`src/design/wmpz_div.sv`:
```
module wmpz_div #(
  parameter int unsigned NW  = 16,
  parameter int unsigned DVW = 8,
  parameter int unsigned QW  = 8
) (
  input  logic           clk_i,
  input  logic           en_i,
  input  logic [NW-1:0]  n_i,
  input  logic [DVW-1:0] dv_i,
  output logic [QW-1:0]  q_o
);

  // low QW quotient bits only; caller flags n >= dv << QW
  logic [DVW-1:0] r_q [QW];
  logic [QW-1:0]  l_q [QW];
  logic [DVW-1:0] v_q [QW];
  logic [QW-1:0]  q_q [QW];

  for (genvar g = 0; g < QW; g++) begin : g_stage
    logic [DVW-1:0] r_in, v_in;
    logic [QW-1:0]  l_in, q_in;
    logic [DVW:0]   t;

    if (g == 0) begin : g_first
      assign r_in = DVW'(n_i >> QW);
      assign l_in = n_i[QW-1:0];
      assign v_in = dv_i;
      assign q_in = '0;
    end else begin : g_next
      assign r_in = r_q[g-1];
      assign l_in = l_q[g-1];
      assign v_in = v_q[g-1];
      assign q_in = q_q[g-1];
    end

    assign t = {r_in, l_in[QW-1]};

    always_ff @(posedge clk_i) begin
      if (en_i) begin
        l_q[g] <= l_in << 1;
        v_q[g] <= v_in;
        if (t >= {1'b0, v_in}) begin
          r_q[g] <= DVW'(t - {1'b0, v_in});
          q_q[g] <= {q_in[QW-2:0], 1'b1};
        end else begin
          r_q[g] <= DVW'(t);
          q_q[g] <= {q_in[QW-2:0], 1'b0};
        end
      end
    end
  end

  assign q_o = q_q[QW-1];

endmodule

```
`config.mk`:
```
export PLATFORM = sky130hd
export DESIGN_NAME = wmpz_div
export DESIGN_NICKNAME = d
export VERILOG_FILES = /design/src/design/wmpz_div.sv
export SDC_FILE = /design/constraint.sdc
export NUM_CORES = 1
export LEC_CHECK = 0
export BUFFER_PORTS_ARGS = -buffer_cell sky130_fd_sc_hd__buf_2
export CORE_MARGIN = 2
export CORE_UTILIZATION = 30
export CTS_CLUSTER_SIZE = 8
export DETAILED_ROUTE_END_ITERATION = 8
export GPL_ROUTABILITY_DRIVEN = 0
export MAX_ROUTING_LAYER = met4
export PLACE_DENSITY_LB_ADDON = 0.25
export SLEW_MARGIN = 5
export SYNTH_ARGS = -nofsm -noshare
export SYNTH_HDL_FRONTEND = slang
export SYNTH_SLANG_ARGS = --single-unit
```
`constraint.sdc`:
```
create_clock -name clk_i -period 4.4 [get_ports clk_i]
set_clock_uncertainty 0.2 [all_clocks]
set_input_delay 0.88 -clock clk_i [delete_from_list [all_inputs] [get_ports clk_i]]
set_output_delay 0.88 -clock clk_i [all_outputs]
set_load 0.005 [all_outputs]
```
==> results.md <==
• portion of synthesized cell area occupied by the leading cell type: 59.4%
• part of the power in the clock network: 28.4%
• Max-Cap Viols: 0
• number of warning messages in the yosys log: 0
• Req. time, crit path: 4.38 ns
• Worst EP arrival: 2.81 ns
• count of flip-flops with a built-in enable after synthesis: 175
• Critical Path Fanout Max: 7
• Routed WL per cell: 12.2 um
• shortest period the worst path allows: 2.83 ns
• static leakage: 3.98 nW
• area fraction in and, or, nand and nor cells after synthesis: 7.17%
• headroom to the max-slew limit: 44.0%
• number of inserted diodes: 0
• hold_ws: 0.214 ns
• H-tree depth reported by CTS: 4
• end of the worst hold path: q_q[1][18]
• GR Util met2: 16.8%
• Hold WC Path Type: reg2reg
• clock slew at the register clock pins of the worst setup and hold paths: 0.07 ns
• timing-limited maximum frequency: 354 MHz
• initial antenna violation count: 0
• sequential share of power: 45.2%
• number of cells on the worst hold path: 0
• worst-case register-to-register setup slack: 1.68 ns
• number of filler instances in the final layout: 2813
• status: complete, no violations
• setup repair after global routing missed its margin: no
• worst setup path class: in2reg
• final total power: 5.11 mW
• buffers from clock root to sink, at most: 2
• gate family responsible for the most delay along the worst path: compound AO/OA/AOI/OAI gates
• Area Growth Syn to Fin: 13.6%
• capture point of the worst reg-to-reg path: r_q[5][6]
• Overflow after GRT: 0
• post-CTS setup buffer count: 0
• cell internal power dissipation: 3.60 mW
• post-synthesis area per instance: 13.3 sq um
• main combinational cell family by area after synthesis: adder cells
• clock tree from TritonCTS: done
• async set-reset flop share out of synthesis: 0%
• starting density of the core: 30.7%
• post-route clock period utilization: 64.3%
• Least-Margin Pin Slew: 0.840 ns
• overall die width: 176 um
• drt initial violations: 176
• multiplexer share of the synthesized area: 5.81%
• via count of the first global-routing pass: 4987
• reg2reg path depth: 6
• GRT met3 Usage: 2.36%
• area of the core: 0.0289 sq mm
• y dimension of the die: 176 um
• quantity of hold-fixing buffers added after cts: 0
• worst stage delay on the critical path: 0.40 ns
• post-route worst setup slack: 1.57 ns
• Post-Synthesis Cells: 667
• All-Layer GR Usage: 9.58%
• Cell Chain, Critical Path: buf_2 > inv_1 > ha_1 > a21o_1 > a221o_1 > nand2b_1 > a21oi_4 > mux2_1
• area post-placement: 0.00949 sq mm
• area share of fa/ha/maj cells after synthesis: 10.6%
• non-filler instance count after layout: 1108
• total of flip-flops plus latches after synthesis: 176
• IO Count: 34
• post-synthesis instance area: 0.00885 sq mm
• Hold Fails Final Rpt: 0
• number of endpoints failing setup at the final stage: 0
• largest net degree at the start of global routing: 69
• power density over the cells: 509 mW/mm^2
• CP Capture Type: flip-flop
• Placed Instances: 1076
• length of the first detailed-routing pass in iterations: 4
• Resized Gates After CTS: 0
• Net Count, Synth: 764
• Clock Sink Count: 176
• final routed DRC violation total: 0
• buffer type at the clock tree root: clkbuf_16
• site row count: 62
• Logic pwr share: 26.3%
• hold_sp: q_q[1][9]
• final design instance area without fill: 0.0101 sq mm
• Die ar.: 0.0309 sq mm
• HPWL after detailed placement: 9.70 mm
• number of pins exceeding their max-slew limit in the final report: 0
• most crowded layer after global routing: met2
• Final nets: 808
• ranking of synthesized cells by area: edfxtp_1, ha_1, mux2_1, inv_1, a21oi_1
• number of vias after detailed routing: 4937
• Critical-path top delay cell: a221o_1
• worst flop-to-flop path startpoint: r_q[4][2]
• XOR/XNOR Fraction of Synth Area: 2.57%
• fraction of the core area covered by cells at the end of the flow: 34.8%
• global-route track usage on met1: 10.2%
• clock insertion delay at the later pin of the skew report: 0.43 ns
• compound-gate portion of the synthesized area: 10.1%
• ANT nets after route: 0
• clock buffers created by TritonCTS: 17
• share of synthesized area occupied by flip-flops and latches: 59.6%
• type of origin of the critical path: input pin
• overall routed net length: 13.6 mm
• Post-Place Worst Slack: 1.11 ns
• share of final-layout standard cells stronger than drive strength 1: 12.8%
• Total Negative Setup Slacks: 0 ns
• via density per instance: 4.46
• wire length of the first global-routing pass: 23.1 mm
• number of buffer cells added on primary ports: 33
• proportion of total power due to net switching: 29.6%
• primary flip-flop cell chosen by synthesis mapping: edfxtp_1
• cell type with the largest total area after synthesis: edfxtp_1
• maximum resistive drop on vdd: 233 uV
• switching power summed over all nets: 1.51 mW
• number of buffer and inverter stages on the critical path: 2
• count of different cell masters after synthesis: 59
cell usage after synthesis, types with 8 or more instances:
| cell | instances |
|---|---|
| edfxtp_1 | 175 |
| inv_1 | 81 |
| ha_1 | 64 |
| a21oi_1 | 39 |
| nor2_1 | 39 |
| mux2_1 | 29 |
| nand2_1 | 24 |
| xnor2_1 | 18 |
| o21a_1 | 16 |
| a21o_1 | 14 |
| o21ai_0 | 13 |
| nand2b_1 | 12 |
| clkbuf_1 | 10 |
| nor2b_1 | 10 |
| o21ai_1 | 8 |
| xor2_1 | 8 |
routing by layer:
metal,vias to the layer above,share of wire (%)
li1,2510,-
met1,2348,43
met2,57,52
met3,22,2.8
met4,0,2.2
met5,-,0
layout by cell type (no fill, tap or decap), types with 3 or more instances in the layout:
| cell type | Yosys | layout |
|---|---|---|
| nor2_1 | 39 | 39 |
| a211oi_1 | 5 | 5 |
| buf_2 | 1 | 32 |
| edfxtp_1 | 175 | 175 |
| buf_4 | 0 | 3 |
| inv_2 | 6 | 6 |
| o21ai_0 | 13 | 13 |
| ha_1 | 64 | 64 |
| xor2_1 | 8 | 8 |
| nor2b_1 | 10 | 10 |
| o21bai_1 | 3 | 3 |
| o21ai_1 | 8 | 8 |
| inv_6 | 0 | 3 |
| a221o_1 | 3 | 3 |
| fa_1 | 7 | 7 |
| mux2_1 | 29 | 29 |
| inv_1 | 81 | 81 |
| mux2_4 | 7 | 7 |
| a21o_1 | 14 | 14 |
| clkbuf_16 | 0 | 17 |
| o21a_1 | 16 | 16 |
| mux2i_1 | 6 | 6 |
| nand2_1 | 24 | 24 |
| inv_8 | 0 | 5 |
| nand4b_1 | 3 | 3 |
| xnor2_1 | 18 | 18 |
| and2_1 | 4 | 4 |
| nand3_1 | 7 | 7 |
| nor3_1 | 5 | 5 |
| and3_1 | 4 | 4 |
| clkinv_4 | 0 | 3 |
| a21oi_1 | 39 | 39 |
| o211ai_1 | 7 | 7 |
| nand2b_1 | 12 | 12 |
area by class of cell:
class / count / area (sq um) / share of cell area [%]
Sequential cell: 176 / 5280 / 52.5
Multi-Input combinational cell: 393 / 3210 / 31.9
Tap cell: 384 / 480 / 4.78
Clock buffer: 17 / 425 / 4.23
Inverter: 87 / 327 / 3.25
Timing Repair Buffer: 36 / 196 / 1.95
Clock inverter: 15 / 144 / 1.43
registers in the layout (all words and copies together) (netlist names):
| signal | flops |
|---|---|
| l_q | 28 |
| q_q | 36 |
| r_q | 56 |
| v_q | 56 |
power by group through the flow:
stage               Sequential, mW  Clock (mW)  Combinational [mW]
floorplan                     2.31           0                1.10
detailed placement            2.35           0                1.35
finish                        2.31        1.45                1.35
global placement              2.35           0                1.33
CTS                           2.32        1.51                1.36
global route                  2.34        1.56                1.53
cells by family (layout without fill, tap and decap cells):
logic type,count (synthesis),count (layout)
compound gates,130,130
xor+xnor,26,26
fa+ha+maj,71,71
buf+inv,98,155
flops,176,176
mux,44,44
simple gates,122,122
worst max-delay path by stage:
stage / start / endpoint / slack [ns] / cells past startpoint
after floorplan: dv_i[3] / r_q[0][1] / 1.39 / 7
after global placement: n_i[11] / r_q[0][3] / 1.17 / 7
after detailed placement: dv_i[3] / r_q[0][4] / 1.11 / 8
after CTS: dv_i[3] / r_q[0][4] / 1.58 / 8
after global routing: dv_i[4] / r_q[0][2] / 1.48 / 8
final: dv_i[3] / r_q[0][2] / 1.57 / 8
Power figures use the tool's default switching activity.
