## src/design/wmpz_sqrt.sv

```systemverilog
module wmpz_sqrt #(
  parameter int unsigned RW = 8
) (
  input  logic            clk_i,
  input  logic            en_i,
  input  logic [2*RW-1:0] d_i,
  output logic [RW-1:0]   s_o
);

  localparam int unsigned DW = 2 * RW;
  localparam int unsigned MW = RW + 2;

  logic [DW-1:0] d_q [RW];
  logic [MW-1:0] r_q [RW];
  logic [RW-1:0] s_q [RW];

  // one root bit per stage
  for (genvar g = 0; g < RW; g++) begin : g_stage
    logic [DW-1:0] d_in;
    logic [MW-1:0] r_in, r_sh, trial;
    logic [RW-1:0] s_in;

    if (g == 0) begin : g_first
      assign d_in = d_i;
      assign r_in = '0;
      assign s_in = '0;
    end else begin : g_next
      assign d_in = d_q[g-1];
      assign r_in = r_q[g-1];
      assign s_in = s_q[g-1];
    end

    assign r_sh  = {r_in[MW-3:0], d_in[DW-1 -: 2]};
    assign trial = {s_in, 2'b01};

    always_ff @(posedge clk_i) begin
      if (en_i) begin
        d_q[g] <= d_in << 2;
        if (r_sh >= trial) begin
          r_q[g] <= r_sh - trial;
          s_q[g] <= {s_in[RW-2:0], 1'b1};
        end else begin
          r_q[g] <= r_sh;
          s_q[g] <= {s_in[RW-2:0], 1'b0};
        end
      end
    end
  end

  assign s_o = s_q[RW-1];

endmodule

```

## config.mk

```make
export PLATFORM = sky130hd
export DESIGN_NAME = wmpz_sqrt
export DESIGN_NICKNAME = d
export VERILOG_FILES = /design/src/design/wmpz_sqrt.sv
export SDC_FILE = /design/constraint.sdc
export NUM_CORES = 1
export LEC_CHECK = 0
export ABC_CLOCK_PERIOD_IN_PS = 4500
export BUFFER_PORTS_ARGS = -buffer_cell sky130_fd_sc_hd__buf_2
export CAP_MARGIN = 40
export CORE_MARGIN = 2
export CORE_UTILIZATION = 40
export CTS_CLUSTER_SIZE = 12
export DETAILED_ROUTE_END_ITERATION = 8
export REMOVE_ABC_BUFFERS = 1
export SYNTH_ARGS = -nofsm -noshare
export SYNTH_HDL_FRONTEND = slang
export SYNTH_SLANG_ARGS = --single-unit
```

## constraint.sdc

```tcl
create_clock -name clk_i -period 4.5 [get_ports clk_i]
set_clock_uncertainty 0.1 [all_clocks]
set_input_delay 0.225 -clock clk_i [delete_from_list [all_inputs] [get_ports clk_i]]
set_output_delay 0.225 -clock clk_i [all_outputs]
set_load 0.01 [all_outputs]
```

==> results.txt, run 1 <==
Synth warn = 0
Commonest non-fill, non-tap cells in the layout = 142 x edfxtp_1, 49 x inv_1, 41 x ha_1
Die W = 131 um
Main synth FF type = edfxtp_1
Vias = 3558
Int Power = 0.00274 W
Post-synthesis mux area share = 0.0264
Adder-Cell Fraction of Synth Area = 0.0795
Clk pin slew, worst setup/hold paths = 60 ps
Final Hold Viols = 0
HPWL Detailed = 6.80 mm
DRC = 0
CP endpoint kind = flop
Max Freq = 390 MHz
Nets = 569
Post-Synth Simple-Gate Area = 0.0804
Gr ovfl total = 0
Post-route ant nets = 0
Inst Count DP = 693
Xor/xnor cell area share of the yosys netlist = 0.0407
Clock buffer depth = 2
Antenna violations before repair = 0
Core area = 15800 sq um
CP Data Arrival Time = 2610 ps
Slew Viols, Final = 0
Setup TNS = 0 ps
Final WS setup = 1940 ps
IO Count = 26
Chip height = 131 um
Number of fill cells = 1367
Tightest Pin Transition = 702 ps
CP Launch Type = flop
1st-iter DRT viols = 186
NetSw = 0.000785 W
Async SR Flop Fraction = 0
Post-Syn Area = 6450 sq um
Cells after Synth = 463
Htree depth = 4
Post-DR wirelength/cell = 13.4 um
Worst IR drop on VDD = 269 uV
Overall Global Routing Usage = 0.129
Worst-skew pair later-pin latency = 410 ps
Mean post-synth cell area = 13.9 sq um
Logic pwr share = 0.119
Pre-CTS setup slack = 1830 ps
Seq pwr share = 0.480
Slew HR = 0.532
First-pass DRT Iterations = 4
Total CTS buffers = 17
Tcrit/Tclk final = 0.570
Setup violations, final = 0
CTS Root Cell = clkbuf_16
Max-cap violations = 0
Post-layout minimum cycle time = 2560 ps
Vias in the first global route = 3663
Antenna cells = 0
Largest family of logic cells by synthesized area = simple AND/OR/NAND/NOR gates
CTS tree = yes
Seq cells post-synth = 143
Worst hold margin = 66.1 ps
PortBufs = 25
Seq/Total Area, Yosys = 0.664
EDFF count, synth = 142
Clk sink count = 143
RSZ-0062 raised after global routing = no
Fraction of layout cells with a size suffix above 1 = 0.126
PD cells = 467 nW/um^2
Pin count of the biggest net entering global routing = 79
Fin cells = 738
Initial Utilization = 0.408
Syn-to-layout area delta = 17.0%
Site row count = 46
Post-synth cell types = 47
Crit path kind = flop to flop
DR vias/cell = 4.82
Clk pwr share = 0.402
Global-route wire length before repair = 16.6 mm
Commonest non-fill, non-tap cell in the layout = edfxtp_1
Compound-Gate Fraction of Synth Area = 0.0715
Run status = complete, no violations
Critical-path maximum fanout = 11
Hold Crit Class = input pin to flop
Leakage = 2.99 nW
CP Data Required Time = 4550 ps
Die Area = 17200 sq um
Switching Share = 0.223
GPL Wtd Cong = 0.820
Routed wire length = 9.91 mm
[Yosys cell counts, types with 5 or more instances]
master    count  share of area
clkbuf_1      9         0.0052
nand2_1      24          0.014
nand2b_1      9         0.0087
ha_1         41          0.079
nand3_1       5         0.0039
mux2i_1       8          0.012
o21a_1        9          0.010
and2_1        5         0.0048
nor2_1       27          0.016
a21oi_1      19          0.015
o211ai_1      5         0.0058
o21ai_0      19          0.015
xor2_1       12          0.016
edfxtp_1    142           0.66
mux2_2        8          0.014
xnor2_1      18          0.024
inv_1        49          0.028
nor2b_1       5         0.0048
[critical path: stages (launching register included)]
cell      delay (ps)
edfxtp_1         440
ha_1             380
nor2b_1          180
o31ai_1          420
and3_1           500
nor3b_1          130
xor2_1           160
[registers in the layout (all words and copies together), names as in the netlist]
name / flops
d_q: 56
r_q: 51
s_q: 36
[worst paths after layout]
check	from	slack, ps	end	cells after the start
min	d_i[15]	70	r_q[0][1]	3
max	r_q[2][0]	1940	r_q[3][5]	6
min reg2reg	d_q[4][8]	310	d_q[5][10]	0
max reg2reg	r_q[2][0]	1940	r_q[3][5]	6
[timing repair]
item	4_1_cts	5_1_grt
hold endpoints to repair	14	0
hold buffers	14	0
resized for setup	0	0
buffers inserted	0	0
[kinds of logic after synthesis]
kind of cell    after synthesis
mux                          16
simple gates                 99
buf+inv                      62
xor+xnor                     30
flops                       143
fa+ha+maj                    41
compound gates               72
[area by class of cell]
| class | instances | area (sq um) | share of cell area |
|---|---|---|---|
| Clock buffer | 18 | 429 | 0.0568 |
| Clock inverter | 13 | 170 | 0.0225 |
| Inverter | 49 | 184 | 0.0244 |
| Multi-Input combinational cell | 258 | 1930 | 0.255 |
| Sequential cell | 143 | 4280 | 0.567 |
| Tap cell | 216 | 270 | 0.0358 |
| Timing Repair Buffer | 41 | 287 | 0.0379 |
[power groups by stage]
stage / sequential, W / combinational [W] / clock [W]
2_1_floorplan: 0.00170 / 0.000297 / 0
3_3_place_gp: 0.00172 / 0.000391 / 0
3_5_place_dp: 0.00172 / 0.000408 / 0
4_1_cts: 0.00169 / 0.000421 / 0.00145
5_1_grt: 0.00170 / 0.000476 / 0.00151
6_report: 0.00169 / 0.000418 / 0.00142
[metrics by stage]
step                 util  total power (W)  instance area, sq um
floorplan               -          0.00200                  6390
global placement    0.430          0.00211                  6810
detailed placement  0.430          0.00213                  6810
CTS                 0.477          0.00357                  7550
global route        0.477          0.00369                  7550
finish              0.477          0.00353                  7550
[per-layer routing]
layer  wire, um  vias to the layer above  track usage
met4        240                        0       0.0676
met3        296                       22       0.0354
met5          0                        -            0
met1       3980                     1702        0.131
li1           -                     1776            -
met2       5390                       58        0.240
Power figures use the tool's default switching activity.
==> run 2: changes to the inputs <==
Settings changed: ABC_AREA set to 1, ABC_CLOCK_PERIOD_IN_PS 4500 to 2300.
Clock period 4.5 ns to 2.3 ns, I/O delays scaled along.
==> results.txt, run 2 <==
Pin count of the biggest net entering global routing = 73 (was 79)
Antenna violations before repair = 0 (unchanged)
Biggest regs = d_q (56), r_q (51), s_q (36) (unchanged)
CP Data Arrival Time = 2100 ps (was 2610 ps)
Max-cap violations = 0 (unchanged)
Compound-Gate Fraction of Synth Area = 0.0451 (was 0.0715)
Die W = 136 um (was 131 um)
Commonest cells in the netlist = 146 x nand2_1, 142 x edfxtp_1, 106 x inv_1 (was 142 x edfxtp_1, 49 x inv_1, 41 x ha_1)
Adder-Cell Fraction of Synth Area = 0.0731 (was 0.0795)
Commonest non-fill, non-tap cells in the layout = 146 x nand2_1, 142 x edfxtp_1, 106 x inv_1 (was 142 x edfxtp_1, 49 x inv_1, 41 x ha_1)
Tightest Pin Transition = 634 ps (was 702 ps)
Htree depth = 4 (unchanged)
Cells after Synth = 637 (was 463)
Synth warn = 0 (unchanged)
Post-synth cell types = 41 (was 47)
Die Area = 18600 sq um (was 17200 sq um)
Max reg flops = 56 (unchanged)
Hold Path Cell Cnt = 2 (was 3)
Seq cells post-synth = 143 (unchanged)
# resized after CTS = 0 (unchanged)
Commonest non-fill, non-tap cell in the layout = nand2_1 (was edfxtp_1)
Final WS setup = 320 ps (was 1940 ps)
Post-route ant nets = 0 (unchanged)
Synth top area share = 0.608 (was 0.661)
Xor/xnor cell area share of the yosys netlist = 0.0237 (was 0.0407)
Fraction of layout cells with a size suffix above 1 = 0.135 (was 0.126)
CTS tree = yes (unchanged)
Crit path kind = flop to flop (unchanged)
Post-DR wirelength/cell = 13.0 um (was 13.4 um)
Leakage = 3.58 nW (was 2.99 nW)
Inst Count DP = 880 (was 693)
Nets = 750 (was 569)
Run status = complete, no violations (unchanged)
Worst-skew pair later-pin latency = 420 ps (was 410 ps)
CP Launch Type = flop (unchanged)
Post-synthesis mux area share = 0 (was 0.0264)
Post-layout minimum cycle time = 1980 ps (was 2560 ps)
PD cells = 847 nW/um^2 (was 467 nW/um^2)
RSZ-0062 raised after global routing = no (unchanged)
Global-route wire length before repair = 20.5 mm (was 16.6 mm)
GPL Wtd Cong = 0.940 (was 0.820)
CP endpoint kind = flop (unchanged)
Largest family of logic cells by synthesized area = simple AND/OR/NAND/NOR gates (unchanged)
Slew HR = 0.578 (was 0.532)
Fin cells = 929 (was 738)
Tcrit/Tclk final = 0.861 (was 0.570)
DR vias/cell = 4.69 (was 4.82)
Most flops, register = d_q (unchanged)
Overall Global Routing Usage = 0.144 (was 0.129)
Async SR Flop Fraction = 0 (unchanged)
Setup TNS = 0 ps (unchanged)
Syn-to-layout area delta = 15.6% (was 17.0%)
IO Count = 26 (unchanged)
Main synth FF type = edfxtp_1 (unchanged)
Site row count = 48 (was 46)
PortBufs = 25 (unchanged)
Initial Utilization = 0.407 (was 0.408)
Vias = 4354 (was 3558)
Final Hold Viols = 0 (unchanged)
CP Data Required Time = 2420 ps (was 4550 ps)
Max Freq = 505 MHz (was 390 MHz)
Multi-input logic area = 2240 sq um (was 1930 sq um)
Total CTS buffers = 17 (unchanged)
Core area = 17200 sq um (was 15800 sq um)
Clk pin slew, worst setup/hold paths = 60 ps (about the same)
First-pass DRT Iterations = 5 (was 4)
Post-Synth Simple-Gate Area = 0.177 (was 0.0804)
Chip height = 136 um (was 131 um)
Synth top area cells = edfxtp_1 61%, nand2_1 7.8%, ha_1 7.3% (was edfxtp_1 66%, ha_1 7.9%, inv_1 2.8%)
Antenna cells = 0 (unchanged)
Yosys top cell by area = edfxtp_1 (unchanged)
Setup violations, final = 0 (unchanged)
R2R depth = 6 (unchanged)
Seq. cell area = 4280 sq um (unchanged)
Post-Syn Area = 7010 sq um (was 6450 sq um)
EDFF count, synth = 142 (unchanged)
HPWL Detailed = 8.57 mm (was 6.80 mm)
Worst IR drop on VDD = 527 uV (was 269 uV)
Seq/Total Area, Yosys = 0.611 (was 0.664)
Vias in the first global route = 4405 (was 3663)
Number of fill cells = 1532 (was 1367)
1st-iter DRT viols = 173 (was 186)
Most frequent cell after synthesis = nand2_1 (was edfxtp_1)
Critical-path maximum fanout = 8 (was 11)
Gr ovfl total = 0 (unchanged)
Pre-CTS setup slack = 257 ps (was 1830 ps)
Hold Crit Class = input pin to flop (unchanged)
Routed wire length = 12.1 mm (was 9.91 mm)
Mean post-synth cell area = 11.0 sq um (was 13.9 sq um)
CTS Root Cell = clkbuf_16 (unchanged)
Clk sink count = 143 (unchanged)
Clock buffer depth = 2 (unchanged)
Slew Viols, Final = 0 (unchanged)
DRC = 0 (unchanged)
run 2: changes by cell type after synthesis, moves of 6 or more:
cell,before,now
nand2_1,24,146
inv_1,49,106
nand3_1,5,34
xnor2_1,18,6
nand2b_1,9,0
nand4_1,2,11
o21a_1,9,0
mux2_2,8,0
mux2i_1,8,0
clkbuf_1,9,3
nand2_2,0,6
nor2_2,0,6
run 2: path summary, 6_finish.rpt:
path	from	to	slack [ps]
setup / recovery	r_q[3][1]	r_q[4][0]	320
hold / removal	d_i[9]	d_q[0][9]	300
hold reg to reg	d_q[2][6]	d_q[3][8]	310
setup reg to reg	r_q[3][1]	r_q[4][0]	320
run 2: cell type report:
class                      count  share of cell area
clock inverter                13              0.0143
tap                          225              0.0347
inverter                     110              0.0520
clock buffer                  19              0.0534
multi-input combinational    374               0.276
timing repair buffer          45              0.0415
sequential                   143               0.528
run 2: kinds of logic after synthesis:
group | after synthesis
DFF | 143
and+or+nand+nor | 262
adders and majority gates | 41
buffers and inverters | 120
xor gates and xnor gates | 19
AOI/OAI and AO/OA | 52
run 2: power by group:
part	internal (W)	switching [W]	total, W
Combinational	0.000387	0.000646	0.00103
Sequential	0.00318	0.000118	0.00330
Clock	0.00149	0.00105	0.00254
run 2: worst max-delay path, stage by stage, from the launching register on:
cell and delay, ps:
edfxtp_1 420, ha_1 400, a21oi_2 150, nand2_1 100
a21oi_2 220, nand2_4 120, xor2_1 280
run 2: repair_timing:
action / 4_1_cts / 5_1_grt
setup buffers: 0 / 0
endpoints found under the hold margin: 25 / 0
hold buffers: 17 / 0
run 2: per-layer routing:
metal | vias to the layer above | GRT usage | part of all wire | wire length (um)
met5 | - | 0 | 0 | 0
met4 | 0 | 0.0503 | 0.017 | 203
met3 | 19 | 0.0406 | 0.029 | 346
met2 | 72 | 0.259 | 0.51 | 6190
met1 | 2024 | 0.164 | 0.44 | 5360
li1 | 2239 | - | - | -
run 2: metrics by stage:
stage / power (W) / util / instance area, sq um / hold slack (ps)
final: 0.00687 / 0.471 / 8110 / 303
after global routing: 0.00724 / 0.471 / 8110 / 287
after detailed placement: 0.00436 / 0.429 / 7390 / 193
after floorplan: 0.00406 / - / 6940 / 114
after global placement: 0.00433 / 0.429 / 7390 / 191
after CTS: 0.00697 / 0.471 / 8110 / 278
