File: src/design/wmpz_pkg.sv
package wmpz_pkg;

  localparam int unsigned LIMB_W     = 32;
  localparam int unsigned MUL_LAT    = 5;
  localparam int unsigned PZ_W       = 24;
  localparam int unsigned W_MASS_W   = 12;
  localparam logic [W_MASS_W-1:0] W_MASS_RST = 12'd1286;

endpackage

File: src/design/wmpz_mul.sv
module wmpz_mul #(
  parameter int unsigned AW = 8,
  parameter int unsigned BW = 8
) (
  input  logic                 clk_i,
  input  logic                 en_i,
  input  logic signed [AW-1:0] a_i,
  input  logic signed [BW-1:0] b_i,
  output logic signed [AW+BW-1:0] p_o
);
  import wmpz_pkg::*;

  localparam int unsigned NA  = (AW + LIMB_W - 1) / LIMB_W;
  localparam int unsigned NB  = (BW + LIMB_W - 1) / LIMB_W;
  localparam int unsigned AXW = NA * LIMB_W;
  localparam int unsigned BXW = NB * LIMB_W;
  localparam int unsigned RW  = BXW + LIMB_W;
  localparam int unsigned SW  = AXW + BXW;
  localparam int unsigned PW  = AW + BW;

  // five stages: magnitudes, limb products, row sums, total, sign
  logic [AXW-1:0]      ma_q;
  logic [BXW-1:0]      mb_q;
  logic [4:1]          neg_q;
  logic [2*LIMB_W-1:0] pp_q [NA][NB];
  logic [RW-1:0]       row_d [NA];
  logic [RW-1:0]       row_q [NA];
  logic [SW-1:0]       sum_d, sum_q;
  logic [PW-1:0]       p_q;

  always_comb begin
    for (int i = 0; i < NA; i++) begin
      row_d[i] = '0;
      for (int j = 0; j < NB; j++) begin
        row_d[i] = row_d[i] + (RW'(pp_q[i][j]) << (j * LIMB_W));
      end
    end
  end

  always_comb begin
    sum_d = '0;
    for (int i = 0; i < NA; i++) begin
      sum_d = sum_d + (SW'(row_q[i]) << (i * LIMB_W));
    end
  end

  always_ff @(posedge clk_i) begin
    if (en_i) begin
      ma_q  <= AXW'($unsigned(a_i[AW-1] ? -a_i : a_i));
      mb_q  <= BXW'($unsigned(b_i[BW-1] ? -b_i : b_i));
      neg_q <= {neg_q[3:1], a_i[AW-1] ^ b_i[BW-1]};
      for (int i = 0; i < NA; i++) begin
        for (int j = 0; j < NB; j++) begin
          pp_q[i][j] <= (2*LIMB_W)'(ma_q[i*LIMB_W +: LIMB_W]) *
                        (2*LIMB_W)'(mb_q[j*LIMB_W +: LIMB_W]);
        end
      end
      row_q <= row_d;
      sum_q <= sum_d;
      p_q   <= neg_q[4] ? -sum_q[PW-1:0] : sum_q[PW-1:0];
    end
  end

  assign p_o = $signed(p_q);

endmodule

File: config.mk
export PLATFORM = sky130hd
export DESIGN_NAME = wmpz_mul
export DESIGN_NICKNAME = d
export VERILOG_FILES = /design/src/design/wmpz_pkg.sv /design/src/design/wmpz_mul.sv
export SDC_FILE = /design/constraint.sdc
export NUM_CORES = 1
export LEC_CHECK = 0
export BUFFER_PORTS_ARGS = -buffer_cell sky130_fd_sc_hd__buf_2
export CORE_MARGIN = 5
export CORE_UTILIZATION = 30
export CTS_BUF_LIST = sky130_fd_sc_hd__clkbuf_4 sky130_fd_sc_hd__clkbuf_8
export DETAILED_ROUTE_END_ITERATION = 10
export GPL_ROUTABILITY_DRIVEN = 1
export SLEW_MARGIN = 0
export SYNTH_ARGS = -nofsm -noshare
export SYNTH_HDL_FRONTEND = slang
export SYNTH_SLANG_ARGS = --single-unit
export TNS_END_PERCENT = 5
File: constraint.sdc
create_clock -name clk_i -period 5.02 [get_ports clk_i]
set_input_delay 0.502 -clock clk_i [delete_from_list [all_inputs] [get_ports clk_i]]
set_output_delay 0.502 -clock clk_i [all_outputs]
set_load 0.02 [all_outputs]
==> flow_summary.toml, run 1 <==
[global_route]
grt_max_degree = 85
grt-ovfl-total = 0
grt_pass1_vias = 3098
grt_use_total = 0.08329
grt_pass1_wl_um = 13910
antenna_found_initial = 0

[floorplanning]
die-width_um = 142.7
die_height_um = 142.7
start_util = 0.3053
num_rows = 48
ios = 34
core_mm2 = 0.01730
die_area_mm2 = 0.02036

[drt]
wire_per_inst_um = 11.40
drt_iter0_markers = 129
num_vias = 3054
drtAntennaViolNets = 0
drt-total-wl_um = 7981
dr.pass1.iters = 7
drc = 0
via_per_inst = 4.363

[final_layout]
area_growth_pct = 12.06
drive_above_1_share = 0.1137
antenna_cells = 0
layout.cells.non_filler = 700
final_core_util = 0.3422
fin_nets = 563

[clocking]
hold_buffers = 0
cts_buffers = 9
cts.sinks = 84
cts_tree = "yes"
path_clk_slew_ps = 80
clock_latency_ps = 340
cts_resized = 0
cts_buffer_depth = 2
htreeDepth = 3
cts_root_buf = "clkbuf_8"
cts_setup_buffers = 0

[placement]
hpwl_um = 6127
dp_slack_ps = 616.4
placed_cells = 684
globalplace.congestion = 0.8377
numPortBuffers = 33

[timing]
post-route-period-util = 0.8775
fin_ws_ps = 614.9
finClkSkew_ps = 7.154
slew-limit-headroom = 0.3239
worst_pin_slew_ps = 1014
fmax_ghz = 0.2270
report.final.slew_viol_count = 0
setup_viol = 0
period_minus_slack_ps = 4405
setup_tns_ps = 0
rsz0062_at_grt = "false"
hold_violations = 0

[synthesis]
ys_warn_count = 0
synth_edf_count = 84
ys_ff_latch = 84
syn_inst = 430
synthFlopType = "edfxtp_1"
avgSynthCellArea_um2 = 12.28
syn-cell-area_mm2 = 0.005281
synthArstFlopShare = 0
synth_fp_nets = 523
ys_types = 44
ys_seq_area_frac = 0.4776

[run_status]
status = "complete, no violations"

[worst_setup_path]
crit_family = "adder cells"
cp_slowest_stage_delay_ps = 540
cp-start-kind = "register"
cp_slowest_cell = "fa_1"
cp.buffers_inverters = 2
arrival_ps = 4500
path_max_fanout = 8
crit_path_end_kind = "register"
critPathKind = "reg -> reg"
crit_chain = "and2_1 -> fa_1 -> fa_1 -> fa_1 -> inv_1 -> fa_1 -> inv_1 -> ha_1 -> nor3_1 -> or2_2 -> or2_1 -> a211o_1"
critPathMostFrequentCell = "fa_1"
worstPathRequired_ps = 5110

[job]
max_cap_violations = 0

[hold_path]
min_path_type = "in -> reg"

[pwr]
clkPwrFrac = 0.161
powerDensity_mw_per_mm2 = 497.4
leakage_nw = 2.448
internal_power_mw = 1.879
p_sw_frac = 0.3615
p_comb_frac = 0.469
irDropWorstVdd_mv = 0.2495
netSwitchingPower_mw = 1.064
seqPwrFrac = 0.370
-- flip-flops by register name, indices dropped and copies added (netlist names) --
register / flops
ma_q: 8
mb_q: 8
neg_q: 4
p_o: 16
pp_q: 16
row_q: 16
sum_q: 16
-- final cells by class --
type	instances	area, µm²
clock buffer	10	131.4
clock inverter	6	72.57
fill	1770	11380
inverter	60	225.2
multi-input combinational	282	2517
sequential	84	2522
tap	225	281.5
timing repair buffer	33	167.7
-- through the flow --
step,total power [mW],hold WS [ps],area [µm²]
5_1_grt,3.223,349.8,5918
3_5_place_dp,2.495,404.5,5714
4_1_cts,2.995,339.3,5918
6_report,2.944,370.2,5918
2_1_floorplan,2.197,400.3,5281
3_3_place_gp,2.460,400.6,5714
-- cells in the final DEF, fill, tap and decap left out, types with 3 or more instances in the layout --
master     n
edfxtp_1  84
fa_1      36
nand3_1    3
inv_1     60
ha_1      39
o21ai_0   14
a21oi_1    4
nor3_1     5
buf_2     32
nand2_1   33
xor2_1     8
o31ai_1    4
nand2b_1   6
nor2b_1    3
nor2_1    12
and2_1    51
clkinv_4   3
clkbuf_8   9
xnor2_1   26
or3_1      6
-- layer usage --
metal  wire, µm  track usage  vias to the layer above
met1       3740       0.1077                     1464
li1           -            -                     1536
met4         42      0.02101                        0
met5          0            0                        -
met3        346      0.02512                        4
met2       3852       0.1372                       50
-- Yosys cell counts (2+ instances only) --
| cell | instances | area, µm² |
|---|---|---|
| nand2_1 | 33 | 123.9 |
| nor2_1 | 12 | 45.04 |
| nand3_1 | 3 | 15.01 |
| clkbuf_1 | 3 | 11.26 |
| a21oi_1 | 4 | 20.02 |
| xnor2_1 | 26 | 227.7 |
| or2_2 | 2 | 12.51 |
| nor3_1 | 5 | 25.02 |
| a211oi_1 | 2 | 15.01 |
| ha_1 | 39 | 488.0 |
| or3_1 | 6 | 37.54 |
| edfxtp_1 | 84 | 2522 |
| nor2b_1 | 3 | 18.77 |
| o31ai_1 | 4 | 30.03 |
| nor4b_1 | 2 | 17.52 |
| fa_1 | 36 | 720.7 |
| inv_1 | 60 | 225.2 |
| nor4_1 | 2 | 12.51 |
| a21boi_0 | 2 | 15.01 |
| o21a_1 | 2 | 15.01 |
| xor2_1 | 8 | 70.07 |
| o21ai_0 | 14 | 70.07 |
| o211ai_1 | 2 | 15.01 |
| nand2b_1 | 6 | 37.54 |
| and2_1 | 51 | 319.1 |
-- logic make-up (layout without fill, tap and decap cells) --
| family | count (synthesis) | count (layout) | share of synthesized area |
|---|---|---|---|
| AND/OR/NAND/NOR | 131 | 131 | 0.1348 |
| adder cells (fa/ha/maj) | 75 | 75 | 0.2289 |
| XOR/XNOR | 34 | 34 | 0.05639 |
| AO/OA/AOI/OAI | 40 | 40 | 0.05259 |
| buffers and inverters | 64 | 109 | 0.04572 |
| flip-flops | 84 | 84 | 0.4776 |
| multiplexers | 2 | 2 | 0.004027 |
-- power groups by stage --
stage,Combinational [mW],Sequential [mW],Clock (mW)
after floorplan,1.09,1.10,0
after global placement,1.36,1.10,0
after detailed placement,1.39,1.11,0
after CTS,1.41,1.09,0.500
after global routing,1.59,1.11,0.527
final,1.38,1.09,0.475
-- path summary, 6_finish.rpt --
path              startpoint     endpoint  slack, ps  cells after the start
setup reg to reg     mb_q[7]  pp_q[0][14]        610                     12
hold / removal        b_i[0]      mb_q[0]        370                      1
hold reg to reg     row_q[9]     sum_q[9]        420                      0
setup / recovery     mb_q[7]  pp_q[0][14]        610                     12
(Power assumes the default switching activity.)
==> run 2, diff against run 1 <==
--- a/config.mk
+++ b/config.mk
@@ -5,11 +5,12 @@
 export SDC_FILE = /design/constraint.sdc
 export NUM_CORES = 1
 export LEC_CHECK = 0
-export BUFFER_PORTS_ARGS = -buffer_cell sky130_fd_sc_hd__buf_2
+export ABC_AREA = 1
 export CORE_MARGIN = 5
 export CORE_UTILIZATION = 30
 export CTS_BUF_LIST = sky130_fd_sc_hd__clkbuf_4 sky130_fd_sc_hd__clkbuf_8
 export DETAILED_ROUTE_END_ITERATION = 10
+export DONT_BUFFER_PORTS = 1
 export GPL_ROUTABILITY_DRIVEN = 1
 export SLEW_MARGIN = 0
 export SYNTH_ARGS = -nofsm -noshare
==> run 2 against run 1 <==
Total power rose by 0.35%. Non-clock buffer count fell by 33. First-iteration DRC count rose by 67%. Critical path type unchanged.
==> flow_summary.toml, run 2 <==
[synthesis]
synth_fp_nets = 709
ys_ff_latch = 84
synth_edf_count = 84
synthArstFlopShare = 0
synth_area_leaders = "edfxtp_1 (44%), fa_1 (13%), nand2_1 (11%), inv_1 (10%), ha_1 (8.5%)"
yosys.area.top_type = "edfxtp_1"
ys_seq_area_frac = 0.4409
ys_top_cells_by_count = "nand2_1 (175), inv_1 (158), edfxtp_1 (84)"
syn-cell-area_mm2 = 0.005720
ys_types = 25
avgSynthCellArea_um2 = 9.287
ys_warn_count = 0
yosysTopAreaCellShare = 0.4409
synthFlopType = "edfxtp_1"
yosysMostFrequentCell = "nand2_1"
syn_inst = 616

[timing]
rsz0062_at_grt = "false"
report.final.slew_viol_count = 0
finClkSkew_ps = 6.231
post-route-period-util = 0.8151
hold_violations = 0
worst_pin_slew_ps = 607.6
setup_tns_ps = 0
setup_viol = 0
period_minus_slack_ps = 4092
slew-limit-headroom = 0.5949
fmax_ghz = 0.2444

[worst_setup_path]
arrival_ps = 4210
critPathMostFrequentCell = "nand2_1"
cp_slowest_stage_delay_ps = 540
critPathKind = "reg -> reg"
path_depth = 16
cp.buffers_inverters = 4
r2r_cells = 16
worstPathRequired_ps = 5130
cp-start-kind = "register"
path_max_fanout = 8
crit_family = "adder cells"
cp_slowest_cell = "edfxtp_1"
crit_chain = "nand2_1 -> fa_1 -> fa_1 -> inv_1 -> fa_1 -> inv_1 -> fa_1 -> inv_1 -> ha_1 -> nand2_1 -> inv_1 -> nand2_1 -> nor2_1 -> nand2_1 -> nand4_1 -> nand2_1"
crit_path_end_kind = "register"

[floorplanning]
die-width_um = 148.1
core_mm2 = 0.01877
num_rows = 50
die_area_mm2 = 0.02193
start_util = 0.3048
die_height_um = 148.1
ios = 34

[drt]
drt_iter0_markers = 216
dr.pass1.iters = 5
drc = 0
wire_per_inst_um = 10.27
via_per_inst = 4.111
num_vias = 3482
drtAntennaViolNets = 0
drt-total-wl_um = 8698

[clocking]
cts_setup_buffers = 0
cts_buffers = 9
cts_tree = "yes"
cts_resized = 0
cts.sinks = 84
htreeDepth = 3
clock_latency_ps = 350
cts_root_buf = "clkbuf_8"
hold_buffers = 0
path_clk_slew_ps = 90
cts_buffer_depth = 2

[placement]
hpwl_um = 6744
globalplace.congestion = 0.8409
numPortBuffers = 0
placed_cells = 831

[global_route]
grtUsageMet2 = 0.1455
grt_pass1_vias = 3663
grt_use_total = 0.09078
globalRouteMet3Util = 0.02681
grt_pass1_wl_um = 16300
grt_max_degree = 85
grt_use_met1 = 0.1181
antenna_found_initial = 0
grt-ovfl-total = 0
top_usage_layer = "met2"

[final_layout]
drive_above_1_share = 0.05057
final_core_util = 0.3269
fillCellCount = 1925
layout.cells.non_filler = 847
final_cell_mix = "nand2_1 (175), inv_1 (158), edfxtp_1 (84)"
area_growth_pct = 7.262
fin_nets = 701
antenna_cells = 0
layout_commonest_cell = "nand2_1"

[hold_path]
min_path_cells = 0
min_path_type = "in -> reg"

[pwr]
netSwitchingPower_mw = 1.179
seqPwrFrac = 0.376
leakage_nw = 3.150
clkPwrFrac = 0.167
p_comb_frac = 0.457
p_sw_frac = 0.3991
internal_power_mw = 1.775
irDropWorstVdd_mv = 0.2048
powerDensity_mw_per_mm2 = 481.4
finalPower_mw = 2.954

[run_status]
status = "complete, no violations"

[job]
max_cap_violations = 0
run 2: worst paths after layout:
check	start	endpoint	slack [ps]
setup reg to reg	mb_q[7]	pp_q[0][15]	930
setup / recovery	mb_q[7]	pp_q[0][15]	930
hold / removal	a_i[0]	ma_q[0]	240
hold reg to reg	pp_q[0][9]	row_q[9]	420
run 2: worst register-to-register path, cell delays in order (launching register included):
cell	delay, ps
edfxtp_1	540
nand2_1	130
fa_1	520
fa_1	540
inv_1	50
fa_1	520
inv_1	50
fa_1	530
inv_1	40
ha_1	340
nand2_1	100
inv_1	90
nand2_1	70
nor2_1	110
nand2_1	80
nand4_1	80
nand2_1	60
run 2: cells by family after synthesis:
kind of cell,share of synthesized area
AOI/OAI and AO/OA,0.01378
adders and majority gates,0.2113
buffers and inverters,0.1179
and+or+nand+nor,0.1748
DFF,0.4409
xor gates and xnor gates,0.04134
run 2: cell type report:
cell class | instances | area [µm²] | area share
clock buffer | 9 | 123.9 | 0.02019
clock inverter | 7 | 80.08 | 0.01305
inverter | 158 | 593.1 | 0.09666
multi-input combinational | 355 | 2524 | 0.4113
sequential | 84 | 2522 | 0.4111
tap | 234 | 292.8 | 0.04772
run 2: metrics by stage:
stage          area (µm²)  setup slack [ps]  hold WS [ps]
3_5_place_dp         5932             965.0         404.5
4_1_cts              6136             948.5         212.2
2_1_floorplan        5720              1127         400.3
5_1_grt              6136             632.7         199.6
3_3_place_gp         5932             978.5         401.1
6_report             6136             928.3         240.9
run 2: per-layer routing:
| metal | wire, µm | vias to the layer above |
|---|---|---|
| met5 | 0 | - |
| met4 | 157 | 0 |
| met3 | 385 | 11 |
| met2 | 3880 | 73 |
| met1 | 4275 | 1559 |
| li1 | - | 1839 |
run 2: power groups by stage:
stage	Sequential, mW	Combinational (mW)	Clock (mW)
2_1_floorplan	1.08	1.13	0
3_3_place_gp	1.13	1.35	0
3_5_place_dp	1.13	1.36	0
4_1_cts	1.11	1.37	0.518
5_1_grt	1.13	1.64	0.552
6_report	1.11	1.35	0.492
